### src/bssf_pkg.sv
package bssf_pkg;

  localparam logic [7:0]  LEVEL_MAX             = 8'd100;
  localparam logic [7:0]  NEAR_FULL_CHARGING    = 8'd95;
  localparam logic [7:0]  NEAR_FULL_DISCHARGING = 8'd90;
  localparam logic [2:0]  BAD_RUN_LIMIT         = 3'd5;
  localparam logic [6:0]  LOW_GUARD             = 7'd2;
  localparam logic [6:0]  ONE_BELOW_FULL        = 7'd99;
  localparam logic [6:0]  LEVEL_RESET           = 7'd2;
  localparam logic [15:0] TICK_MAX              = 16'hFFFF;

  localparam logic [15:0] UP_STEP_RESET    = 16'd420;
  localparam logic [15:0] DOWN_STEP_RESET  = 16'd60;
  localparam logic [15:0] ZERO_RESET_RESET = 16'd1800;

  typedef enum logic [1:0] {
    CFG_UP_STEP    = 2'd0,
    CFG_DOWN_STEP  = 2'd1,
    CFG_ZERO_RESET = 2'd2
  } cfg_idx_e;

  typedef struct packed {
    logic [15:0] up_step_ticks;
    logic [15:0] down_step_ticks;
    logic [15:0] zero_reset_ticks;
  } cfg_t;

  typedef struct packed {
    logic [6:0] level_percent;
    logic       reset_request;
    logic       reading_rejected;
  } res_t;

  function automatic logic [15:0] tick_inc(input logic [15:0] t);
    return (t == TICK_MAX) ? TICK_MAX : t + 16'd1;
  endfunction

endpackage

### src/bssf_cfg.sv
module bssf_cfg (
  input  logic           clk_i,
  input  logic           rst_ni,
  input  logic           cfg_valid_i,
  input  logic [1:0]     cfg_index_i,
  input  logic [15:0]    cfg_data_i,
  output bssf_pkg::cfg_t cfg_o
);
  import bssf_pkg::*;

  cfg_t cfg_q;
  cfg_t cfg_d;

  always_comb begin
    cfg_d = cfg_q;
    if (cfg_valid_i) begin
      unique case (cfg_idx_e'(cfg_index_i))
        CFG_UP_STEP:    cfg_d.up_step_ticks    = cfg_data_i;
        CFG_DOWN_STEP:  cfg_d.down_step_ticks  = cfg_data_i;
        CFG_ZERO_RESET: cfg_d.zero_reset_ticks = cfg_data_i;
        default: ; // unused index: drop the transfer
      endcase
    end
  end

  always_ff @(posedge clk_i or negedge rst_ni) begin
    if (!rst_ni) begin
      cfg_q.up_step_ticks    <= UP_STEP_RESET;
      cfg_q.down_step_ticks  <= DOWN_STEP_RESET;
      cfg_q.zero_reset_ticks <= ZERO_RESET_RESET;
    end else begin
      cfg_q <= cfg_d;
    end
  end

  assign cfg_o = cfg_q;

endmodule

### src/bssf_datapath.sv
module bssf_datapath (
  input  logic           clk_i,
  input  logic           rst_ni,
  input  logic           step_i,
  input  logic [7:0]     soc_i,
  input  logic           chg_i,
  input  bssf_pkg::cfg_t cfg_i,
  output bssf_pkg::res_t res_o
);
  import bssf_pkg::*;

  logic [6:0]  level_q, level_d;
  logic [2:0]  bad_run_q, bad_run_d;
  logic [15:0] near_ticks_q, near_ticks_d;
  logic        forced_full_q, forced_full_d;
  logic [15:0] zero_ticks_q, zero_ticks_d;
  logic        qs_done_q, qs_done_d;

  logic        rejected;
  logic [2:0]  bad_run_inc;
  logic [7:0]  cap8;
  logic [6:0]  cap_up;
  logic [6:0]  cap_down;
  logic        against_dir;
  logic        keep;
  logic [7:0]  soc_s;
  logic [7:0]  soc_f;
  logic [15:0] near_inc;
  logic [15:0] zero_inc;
  logic        req;

  assign rejected    = soc_i > LEVEL_MAX;
  assign bad_run_inc = bad_run_q + 3'd1;
  assign cap8        = {1'b0, level_q};
  assign cap_up      = (cap8 < LEVEL_MAX) ? level_q + 7'd1 : LEVEL_MAX[6:0];
  assign cap_down    = (level_q != 7'd0) ? level_q - 7'd1 : 7'd0;
  assign near_inc    = tick_inc(near_ticks_q);
  assign zero_inc    = tick_inc(zero_ticks_q);

  // one-step move against the charging direction
  assign against_dir = (chg_i && (({1'b0, soc_i} + 9'd1) == {2'b00, level_q})) ||
                       (!chg_i && (soc_i == cap8 + 8'd1));
  assign keep = ((soc_i == 8'd0) && (level_q <= LOW_GUARD)) ||
                ((soc_i == LEVEL_MAX) && (level_q == ONE_BELOW_FULL));
  assign soc_s = (against_dir && !keep) ? cap8 : soc_i;

  always_comb begin
    level_d       = level_q;
    bad_run_d     = bad_run_q;
    near_ticks_d  = near_ticks_q;
    forced_full_d = forced_full_q;
    zero_ticks_d  = zero_ticks_q;
    qs_done_d     = qs_done_q;
    soc_f         = soc_s;
    req           = 1'b0;

    if (rejected) begin
      bad_run_d = bad_run_inc;
      if (bad_run_inc > BAD_RUN_LIMIT) begin
        req       = 1'b1;
        bad_run_d = 3'd0;
      end
    end else begin
      bad_run_d = 3'd0;

      // creep near full
      if (chg_i && soc_s >= NEAR_FULL_CHARGING && soc_s <= cap8) begin
        if (near_inc >= cfg_i.up_step_ticks) begin
          soc_f         = {1'b0, cap_up};
          forced_full_d = 1'b1;
          near_ticks_d  = 16'd0;
        end else begin
          soc_f        = cap8;
          near_ticks_d = near_inc;
        end
      end else if (!chg_i && soc_s <= cap8 && soc_s >= NEAR_FULL_DISCHARGING &&
                   forced_full_q) begin
        if (near_inc >= cfg_i.down_step_ticks) begin
          near_ticks_d = 16'd0;
          if (soc_s >= {1'b0, cap_down}) begin
            forced_full_d = 1'b0;
          end else begin
            soc_f = {1'b0, cap_down};
          end
        end else begin
          soc_f        = cap8;
          near_ticks_d = near_inc;
        end
      end else begin
        near_ticks_d = 16'd0;
      end

      // quick-start on a persistent zero while charging
      if (chg_i && soc_f == 8'd0) begin
        zero_ticks_d = zero_inc;
        if (zero_inc >= cfg_i.zero_reset_ticks && !qs_done_q) begin
          req          = 1'b1;
          qs_done_d    = 1'b1;
          zero_ticks_d = 16'd0;
        end
      end else if (qs_done_q && !chg_i) begin
        qs_done_d = 1'b0;
      end

      level_d = soc_f[6:0];
    end
  end

  always_ff @(posedge clk_i or negedge rst_ni) begin
    if (!rst_ni) begin
      level_q       <= LEVEL_RESET;
      bad_run_q     <= 3'd0;
      near_ticks_q  <= 16'd0;
      forced_full_q <= 1'b0;
      zero_ticks_q  <= 16'd0;
      qs_done_q     <= 1'b0;
    end else if (step_i) begin
      level_q       <= level_d;
      bad_run_q     <= bad_run_d;
      near_ticks_q  <= near_ticks_d;
      forced_full_q <= forced_full_d;
      zero_ticks_q  <= zero_ticks_d;
      qs_done_q     <= qs_done_d;
    end
  end

  assign res_o.level_percent    = level_d;
  assign res_o.reset_request    = req;
  assign res_o.reading_rejected = rejected;

endmodule

### src/battery_soc_smoothing_filter_unit.sv
// An input transfer is registered in the s1 stage, then its result in the output register.
// Throughput: one reading per cycle unless stalled; state updates in a single pass.
// Input stalls only while a result is held in the output register by out_stall_i.
// Reset (rst_ni, async, active low): level 2, counters and flags cleared,
// step registers 420 / 60 / 1800, pipeline empty.
module battery_soc_smoothing_filter_unit (
  input  logic        clk_i,
  input  logic        rst_ni,
  input  logic        in_valid_i,
  output logic        in_stall_o,
  input  logic [7:0]  soc_raw_i,
  input  logic        charger_online_i,
  output logic        out_valid_o,
  input  logic        out_stall_i,
  output logic [6:0]  level_percent_o,
  output logic        reset_request_o,
  output logic        reading_rejected_o,
  input  logic        cfg_valid_i,
  output logic        cfg_ready_o,
  input  logic [1:0]  cfg_index_i,
  input  logic [15:0] cfg_data_i
);
  import bssf_pkg::*;

  logic       s1_valid_q;
  logic [7:0] s1_soc_q;
  logic       s1_chg_q;
  logic       advance;
  logic       in_ready;
  logic       step;
  logic       out_valid_q;
  res_t       out_q;
  res_t       res;
  cfg_t       cfg;

  assign advance  = !out_valid_q || !out_stall_i;
  assign in_ready = !s1_valid_q || advance;
  assign step     = s1_valid_q && advance;

  assign in_stall_o  = !in_ready;
  assign cfg_ready_o = 1'b1;

  bssf_cfg u_cfg (
    .clk_i       (clk_i),
    .rst_ni      (rst_ni),
    .cfg_valid_i (cfg_valid_i),
    .cfg_index_i (cfg_index_i),
    .cfg_data_i  (cfg_data_i),
    .cfg_o       (cfg)
  );

  bssf_datapath u_datapath (
    .clk_i  (clk_i),
    .rst_ni (rst_ni),
    .step_i (step),
    .soc_i  (s1_soc_q),
    .chg_i  (s1_chg_q),
    .cfg_i  (cfg),
    .res_o  (res)
  );

  always_ff @(posedge clk_i or negedge rst_ni) begin
    if (!rst_ni) begin
      s1_valid_q <= 1'b0;
    end else if (in_ready) begin
      s1_valid_q <= in_valid_i;
    end
  end

  always_ff @(posedge clk_i) begin
    if (in_ready && in_valid_i) begin
      s1_soc_q <= soc_raw_i;
      s1_chg_q <= charger_online_i;
    end
  end

  // hold the result while the far side stalls
  always_ff @(posedge clk_i or negedge rst_ni) begin
    if (!rst_ni) begin
      out_valid_q <= 1'b0;
    end else if (advance) begin
      out_valid_q <= s1_valid_q;
    end
  end

  always_ff @(posedge clk_i) begin
    if (step) begin
      out_q <= res;
    end
  end

  assign out_valid_o        = out_valid_q;
  assign level_percent_o    = out_q.level_percent;
  assign reset_request_o    = out_q.reset_request;
  assign reading_rejected_o = out_q.reading_rejected;

endmodule

### config.mk
export PLATFORM = sky130hd
export DESIGN_NAME = battery_soc_smoothing_filter_unit
export DESIGN_NICKNAME = d
export VERILOG_FILES = /design/src/bssf_pkg.sv /design/src/bssf_cfg.sv /design/src/bssf_datapath.sv /design/src/battery_soc_smoothing_filter_unit.sv
export SDC_FILE = /design/constraint.sdc
export NUM_CORES = 1
export LEC_CHECK = 0
export ABC_AREA = 1
export BUFFER_PORTS_ARGS = -buffer_cell sky130_fd_sc_hd__clkbuf_2
export CAP_MARGIN = 10
export CORE_MARGIN = 2
export CORE_UTILIZATION = 50
export CTS_CLUSTER_SIZE = 28
export DETAILED_ROUTE_END_ITERATION = 10
export PLACE_DENSITY = 0.67
export SLEW_MARGIN = 20
export SYNTH_ARGS = -nofsm -noshare
export SYNTH_HDL_FRONTEND = slang
export SYNTH_SLANG_ARGS = --single-unit
### constraint.sdc
create_clock -name clk_i -period 10.2 [get_ports clk_i]
set_clock_uncertainty 0.05 [all_clocks]
set_input_delay 2.04 -clock clk_i [delete_from_list [all_inputs] [get_ports clk_i]]
set_output_delay 2.04 -clock clk_i [all_outputs]
set_load 0.03 [all_outputs]
==> results of run 1 <==
[cells in the mapped netlist, types with 5 or more instances]
master    instances  area share, %
ha_1             72             10
nand2_4           7           0.91
nand2_2          13           0.94
inv_1           214            9.3
o21ai_0          93            5.4
nor3_1           26            1.5
inv_2             7           0.30
nand3_2           6           0.69
dfstp_2          13            3.9
o22ai_1          16            1.2
clkbuf_1         21           0.91
a21oi_1          42            2.4
nand4_1          34            2.5
nand3_1          71            4.1
xor2_1           16            1.6
buf_2             7           0.40
nor2_1           82            3.6
dfrtp_1          81             23
buf_4             7           0.61
xnor2_1           5           0.51
nand2_1         349             15
edfxtp_1         18            6.2
[routing by layer]
layer	track usage [%]	share of wire, %	vias up	wire length, um
met4	5.671	1.4	0	293
met5	0	0	-	0
met3	3.479	4.9	23	1028
li1	-	-	4020	-
met2	38.83	46	177	9749
met1	33.66	47	3567	9967
[critical path: cells and delay by family (launching register included)]
kind | cells | cell delay, ns
buf+inv | 2 | 0.17
compound gates | 1 | 0.19
simple gates | 34 | 3.40
flops | 1 | 0.68
fa+ha+maj | 2 | 0.58
[logic make-up after synthesis]
kind of cell	count (synthesis)	share of synthesized area [%]
AOI/OAI and AO/OA	172	10.81
adders and majority gates	72	10.39
buffers and inverters	263	11.91
DFF	112	33.56
other	1	0.04327
and+or+nand+nor	604	31.15
xor gates and xnor gates	21	2.122
[registers in the layout, indices dropped and copies added (netlist names), 3 cells and up]
name                     count
level_percent_o              7
s1_soc_q                     8
u_cfg.cfg_o                 48
u_datapath.bad_run_q         3
u_datapath.level_q           7
u_datapath.near_ticks_q     16
u_datapath.zero_ticks_q     16
[worst max path at each step]
stage	depth (start not counted)	to	startpoint
CTS	39	u_datapath.zero_ticks_q[3]	u_datapath.level_q[1]
floorplan	2	in_stall_o	out_stall_i
global route	39	u_datapath.zero_ticks_q[4]	u_datapath.level_q[1]
detailed placement	39	u_datapath.zero_ticks_q[2]	u_datapath.level_q[1]
finish	39	u_datapath.zero_ticks_q[3]	u_datapath.level_q[1]
global placement	39	u_datapath.zero_ticks_q[8]	u_datapath.level_q[1]
[layout by cell type (no fill, tap or decap), types with 2 or more instances in the layout]
master	instances
clkbuf_16	9
ha_1	72
nor4_1	4
nor2_2	3
dfstp_2	13
nand3_1	69
edfxtp_1	18
nand3_2	8
inv_2	7
o31ai_1	2
clkbuf_2	41
nor2_1	81
nand2_2	13
o21ai_1	4
nand2_4	7
o21ai_0	93
dfrtp_1	81
clkinv_2	2
nand2_1	349
inv_1	214
nor3_1	26
xor2_1	16
xnor2_1	5
o21bai_1	2
a21oi_1	42
a211oi_1	2
a31oi_1	2
nor2_4	3
nor2_8	2
inv_6	2
nand4_1	34
buf_4	4
o22ai_1	16
clkinv_1	4
[power by group]
| part | internal [W] | total [W] | switching [W] |
|---|---|---|---|
| clock network | 0.000170 | 0.000341 | 0.000172 |
| logic | 0.000189 | 0.000564 | 0.000375 |
| registers | 0.000523 | 0.000607 | 0.0000841 |
| total | 0.000882 | 0.00151 | 0.000631 |
[through the flow]
stage / utilization, % / hold WS, ns / setup WS, ns
final: 54.29 / 0.4189 / 5.009
after global routing: 54.29 / 0.4498 / 4.410
after CTS: 54.23 / 0.4232 / 5.070
after detailed placement: 52.60 / 0.4040 / 5.099
after global placement: 52.60 / 0.4004 / 5.183
after floorplan: - / 0.3840 / 5.552
[cell type report]
cell class | count | share of cell area (%)
timing repair buffer | 45 | 2.531
multi-input combinational | 870 | 50.99
inverter | 226 | 9.142
tap | 225 | 3.029
clock inverter | 6 | 0.5386
clock buffer | 10 | 2.464
sequential | 112 | 31.30
==> summary.md, run 1 <==
| Metric | Value |
|---|---|
| Run status | completed |
| Core Area | 0.01712 mm^2 |
| Most used cell, CP | nand2_1 |
| Setup TNS | 0 ns |
| Avg Cell Area, Syn | 6.961 um^2 |
| Rel. slew slack | 32.82% |
| Clock Path Buffers | 2 |
| WP data arrival | 5.39 ns |
| Unrepaired setup endpoints after global routing | false |
| Final nets | 1368 |
| FF+latch count, synth | 112 |
| Critical path's slowest cell | dfstp_2 |
| Max Cap Viol | 0 |
| Placed Area | 0.009004 mm^2 |
| Initial DRC Count | 592 |
| Ant. Diodes | 0 |
| Root buffer cell | clkbuf_16 |
| Row count | 48 |
| Async SR Flop Fraction | 83.93% |
| CP max FO | 19 |
| Routed WL per cell | 14.08 um |
| Max VDD drop | 0.0001128 V |
| Multi-input logic area | 0.004738 mm^2 |
| # hold bufs at CTS | 0 |
| Clock transition at path regs | 0.07 ns |
| H-tree levels | 3 |
| Leakage power | 4.948 nW |
| Endpoints failing hold | 0 |
| Endpoints failing setup | 0 |
| CP required | 10.40 ns |
| Post-route cell area | 0.009293 mm^2 |
| Antenna violations before repair | 0 |
| Final ANT Viol Nets | 0 |
| Later-pin clock latency in the skew report | 0.36 ns |
| Fillers | 1679 |
| Sink Count | 112 |
| Chip width | 135.7 um |
| EDFF count, synth | 18 |
| Sequential area share after synthesis | 33.56% |
| Layout Cells excl Fill | 1494 |
| GP Congestion | 0.9720 |
| Initial core utilization | 50.64% |
| DRT Pass-1 Iters | 6 |
| Mapped cell area | 0.008667 mm^2 |
| Vias in the first global route | 7278 |
| Crit share post-route | 50.89% |
| FF/Latch Area | 0.002909 mm^2 |
| Max Slew Vio Count | 0 |
| Leading register cell type out of synthesis | dfrtp_1 |
| Crit Reg-Reg Startpoint | u_datapath.level_q[1] |
| Least-Margin Pin Slew | 1.005 ns |
| Ys Warns | 0 |
| WS Path Type | reg2reg |
| Placed cells | 1478 |
| Die height | 135.7 um |
| Global-route total usage across every layer | 23.86% |
| Reg-to-reg endpoint | u_datapath.zero_ticks_q[3] |
| Syn Inst Count | 1245 |
| Total power | 0.001513 W |
| Gr ovfl total | 0 |
| TritonCTS clock tree | done |
| Cts bufs inserted | 9 |
| Via density | 5.212 |
| Total wire length | 21040 um |
| CP Capture Type | flip-flop |
| DPL Wire Length | 15910 um |
| Slack of the worst reg-to-reg path | 5.01 ns |
| Pwr/cell area | 162.8 mW/mm^2 |
| Post-CTS Setup Bufs | 0 |
| Vias post-DR | 7787 |
| Mapped Nets | 1349 |
| Largest net degree at the start of global routing | 65 |
| Count of cell types in the netlist | 50 |
| Port bufs | 42 |
| First-pass GRT wire length | 35090 um |
| Hold path startpoint | s1_valid_q |
| Die area | 0.01840 mm^2 |
| Critical Path Max Stage Delay | 0.68 ns |
| Worst hold path depth | 2 |
| Achievable Freq | 192.7 MHz |
| Hold Path End | out_valid_o |
| Worst min path class | reg2reg |
| Worst Reg2Reg Path Length in Cells | 39 |
| Critical path launch point type | flip-flop |
| DRC viols | 0 |
| I/O pin cnt | 44 |
| Area growth syn-to-layout | 7.218% |
| Fin crit period | 5.191 ns |
| Share of cells above drive strength 1 | 9.693% |
| # resized after CTS | 0 |
No activity file was read; power rests on OpenSTA's default activity.
==> run 2, diff against run 1 <==
==> constraint.sdc (replaced) <==
create_clock -name clk_i -period 5.3 [get_ports clk_i]
set_clock_uncertainty 0.05 [all_clocks]
set_input_delay 1.06 -clock clk_i [delete_from_list [all_inputs] [get_ports clk_i]]
set_output_delay 1.06 -clock clk_i [all_outputs]
set_load 0.03 [all_outputs]
==> summary.md, run 2 (synthesis results as in run 1) <==
| Metric | Value |
|---|---|
| Run status | completed |
| Bufs and invs on worst path | 6 (+4) |
| Share of cells above drive strength 1 | 11.82% (+2.1 points) |
| Worst hold path depth | 2 (unchanged) |
| Root buffer cell | clkbuf_16 |
| Crit share post-route | 92.32% (+41 points) |
| Die height | 135.7 um (unchanged) |
| Setup crit start | u_datapath.level_q[1] |
| Endpoints failing hold | 0 (unchanged) |
| Commonest cells after routing, fill and taps aside | 348 x nand2_1, 214 x inv_1, 93 x o21ai_0 |
| H-tree levels | 3 (unchanged) |
| Gr ovfl total | 0 (unchanged) |
| Sink Count | 112 (unchanged) |
| CP required | 5.49 ns (-4.91 ns) |
| Endpoints failing setup | 0 (unchanged) |
| Fin crit period | 4.893 ns (-0.2975 ns) |
| Total wire length | 21450 um (+2.0%) |
| Initial core utilization | 50.64% (unchanged) |
| Cts bufs inserted | 9 (unchanged) |
| WL met2 | 10020 um (+2.8%) |
| CP Capture Type | flip-flop |
| Crit-path leading delay family | simple AND/OR/NAND/NOR gates |
| GP Congestion | 0.9907 (+1.9%) |
| Fin util | 55.69% (+1.4 points) |
| Max reg flops | 48 (unchanged) |
| Chip width | 135.7 um (unchanged) |
| Placed Area | 0.009071 mm^2 (+0.75%) |
| Hold WS | 0.4333 ns (+0.01448 ns) |
| # hold bufs at CTS | 0 (unchanged) |
| Slack of the worst reg-to-reg path | 0.41 ns (-4.60 ns) |
| Most used cell, CP | nand2_1 |
| Clock Path Buffers | 2 (unchanged) |
| Commonest non-fill, non-tap cell in the layout | nand2_1 |
| Die area | 0.01840 mm^2 (unchanged) |
| First-pass GRT wire length | 35620 um (+1.5%) |
| Port bufs | 42 (unchanged) |
| CP max FO | 13 (-6) |
| Worst min path class | reg2reg |
| Metal3 WL | 896 um (-13%) |
| Critical Path Stages | 34 (-13%) |
| DRT Pass-1 Iters | 5 (-1) |
| Initial DRC Count | 739 (+25%) |
| Setup TNS | 0 ns (unchanged) |
| Critical Path Max Stage Delay | 0.66 ns (-0.02 ns) |
| Achievable Freq | 204.4 MHz (+6.1%) |
| Post-route cell area | 0.009533 mm^2 (+2.6%) |
| Rel. slew slack | 34.52% (+1.7 points) |
| Final ANT Viol Nets | 0 (unchanged) |
| Top Metal Used | met4 |
| Max Slew Vio Count | 0 (unchanged) |
| Crit Reg-Reg Startpoint | u_datapath.level_q[1] |
| Final nets | 1393 (+1.8%) |
| Reg-to-reg endpoint | reset_request_o |
| WL met1 | 10230 um (+2.6%) |
| Max Cap Viol | 0 (unchanged) |
| Ant. Diodes | 0 (unchanged) |
| Worst Reg2Reg Path Length in Cells | 34 (-13%) |
| Least-Margin Pin Slew | 0.9794 ns (-0.02551 ns) |
| TritonCTS clock tree | done |
| Hold path startpoint | s1_valid_q |
| Routed WL per cell | 14.12 um (+0.28%) |
| Fillers | 1680 (+0.060%) |
| I/O pin cnt | 44 (unchanged) |
| Via density | 5.171 (-0.79%) |
| WS Path Type | reg2reg |
| WP data arrival | 5.08 ns (-0.31 ns) |
| Later-pin clock latency in the skew report | 0.38 ns (+0.02 ns) |
| Critical path launch point type | flip-flop |
| Leakage power | 5.084 nW (+2.8%) |
| Row count | 48 (unchanged) |
| Antenna violations before repair | 0 (unchanged) |
| Pwr/cell area | 314.5 mW/mm^2 (+93%) |
| DRC viols | 0 (unchanged) |
| Max VDD drop | 0.0001609 V (+43%) |
| Critical path's slowest cell | dfstp_2 |
| Hold Path End | out_valid_o |
| DPL Wire Length | 16190 um (+1.8%) |
| Vias in the first global route | 7322 (+0.60%) |
| Core Area | 0.01712 mm^2 (unchanged) |
| Global-route total usage across every layer | 24.28% (+0.42 points) |
| Largest net degree at the start of global routing | 63 (-3.1%) |
| Vias post-DR | 7855 (+0.87%) |
| Clock transition at path regs | 0.07 ns (about the same) |
| Area growth syn-to-layout | 9.990% |
-- run 2: cell count changes in the layout (fill, tap and decap cells not counted), sizes merged --
cell,previous run,this run
inv,224,223
buf,4,28
nand3,78,79
clkbuf,51,50
clkinv,7,8
clkinvlp,1,2
-- run 2: layout make-up --
cell class	count	area, um^2	share of cell area (%)
clock buffers	9	225.2	2.363
repair buffers	69	415.4	4.358
clock inverters	7	76.32	0.8006
well taps	225	281.5	2.953
inverters	226	849.6	8.912
multi-input cells	871	4776	50.10
flip-flops and latches	112	2909	30.52
-- run 2: power breakdown --
part	total, W	leakage (nW)	switching, W	internal, W
registers	0.00113	1.37	0.000125	0.00101
clock network	0.000691	0.140	0.000357	0.000333
logic	0.00117	3.58	0.000771	0.000404
total	0.00300	5.08	0.00125	0.00174
-- run 2: how the worst max path moves through the flow --
stage,end
3_3_place_gp,u_datapath.zero_ticks_q[8]
6_report,reset_request_o
5_1_grt,reset_request_o
2_1_floorplan,u_datapath.zero_ticks_q[11]
4_1_cts,u_datapath.zero_ticks_q[7]
3_5_place_dp,u_datapath.zero_ticks_q[7]
-- run 2: per-stage QoR --
step	total power (W)	worst slack, ns	instances
4_1_cts	0.002977	0.3156	1503
3_3_place_gp	0.002268	0.4175	1487
3_5_place_dp	0.002279	0.3197	1487
5_1_grt	0.003237	-0.006365	1519
6_report	0.002998	0.4069	1519
2_1_floorplan	0.001975	1.037	1245
-- run 2: repair_timing --
action | in CTS | in global routing
resized for setup | 0 | 6
endpoints found under the setup margin | 0 | 17
setup buffers | 0 | 15
-- run 2: worst register-to-register path: cells and delay by family (launching register included) --
family / cells / cell delay, ns
buffers and inverters: 6 / 0.69
adder cells (fa/ha/maj): 2 / 0.64
AND/OR/NAND/NOR: 20 / 2.01
AO/OA/AOI/OAI: 6 / 0.70
flip-flops: 1 / 0.66
-- run 2: metal layers --
metal  up-vias  track usage (%)
met4         0            6.713
li1       4077                -
met2       159            38.47
met3        28            3.255
met1      3591            34.94
met5         -                0
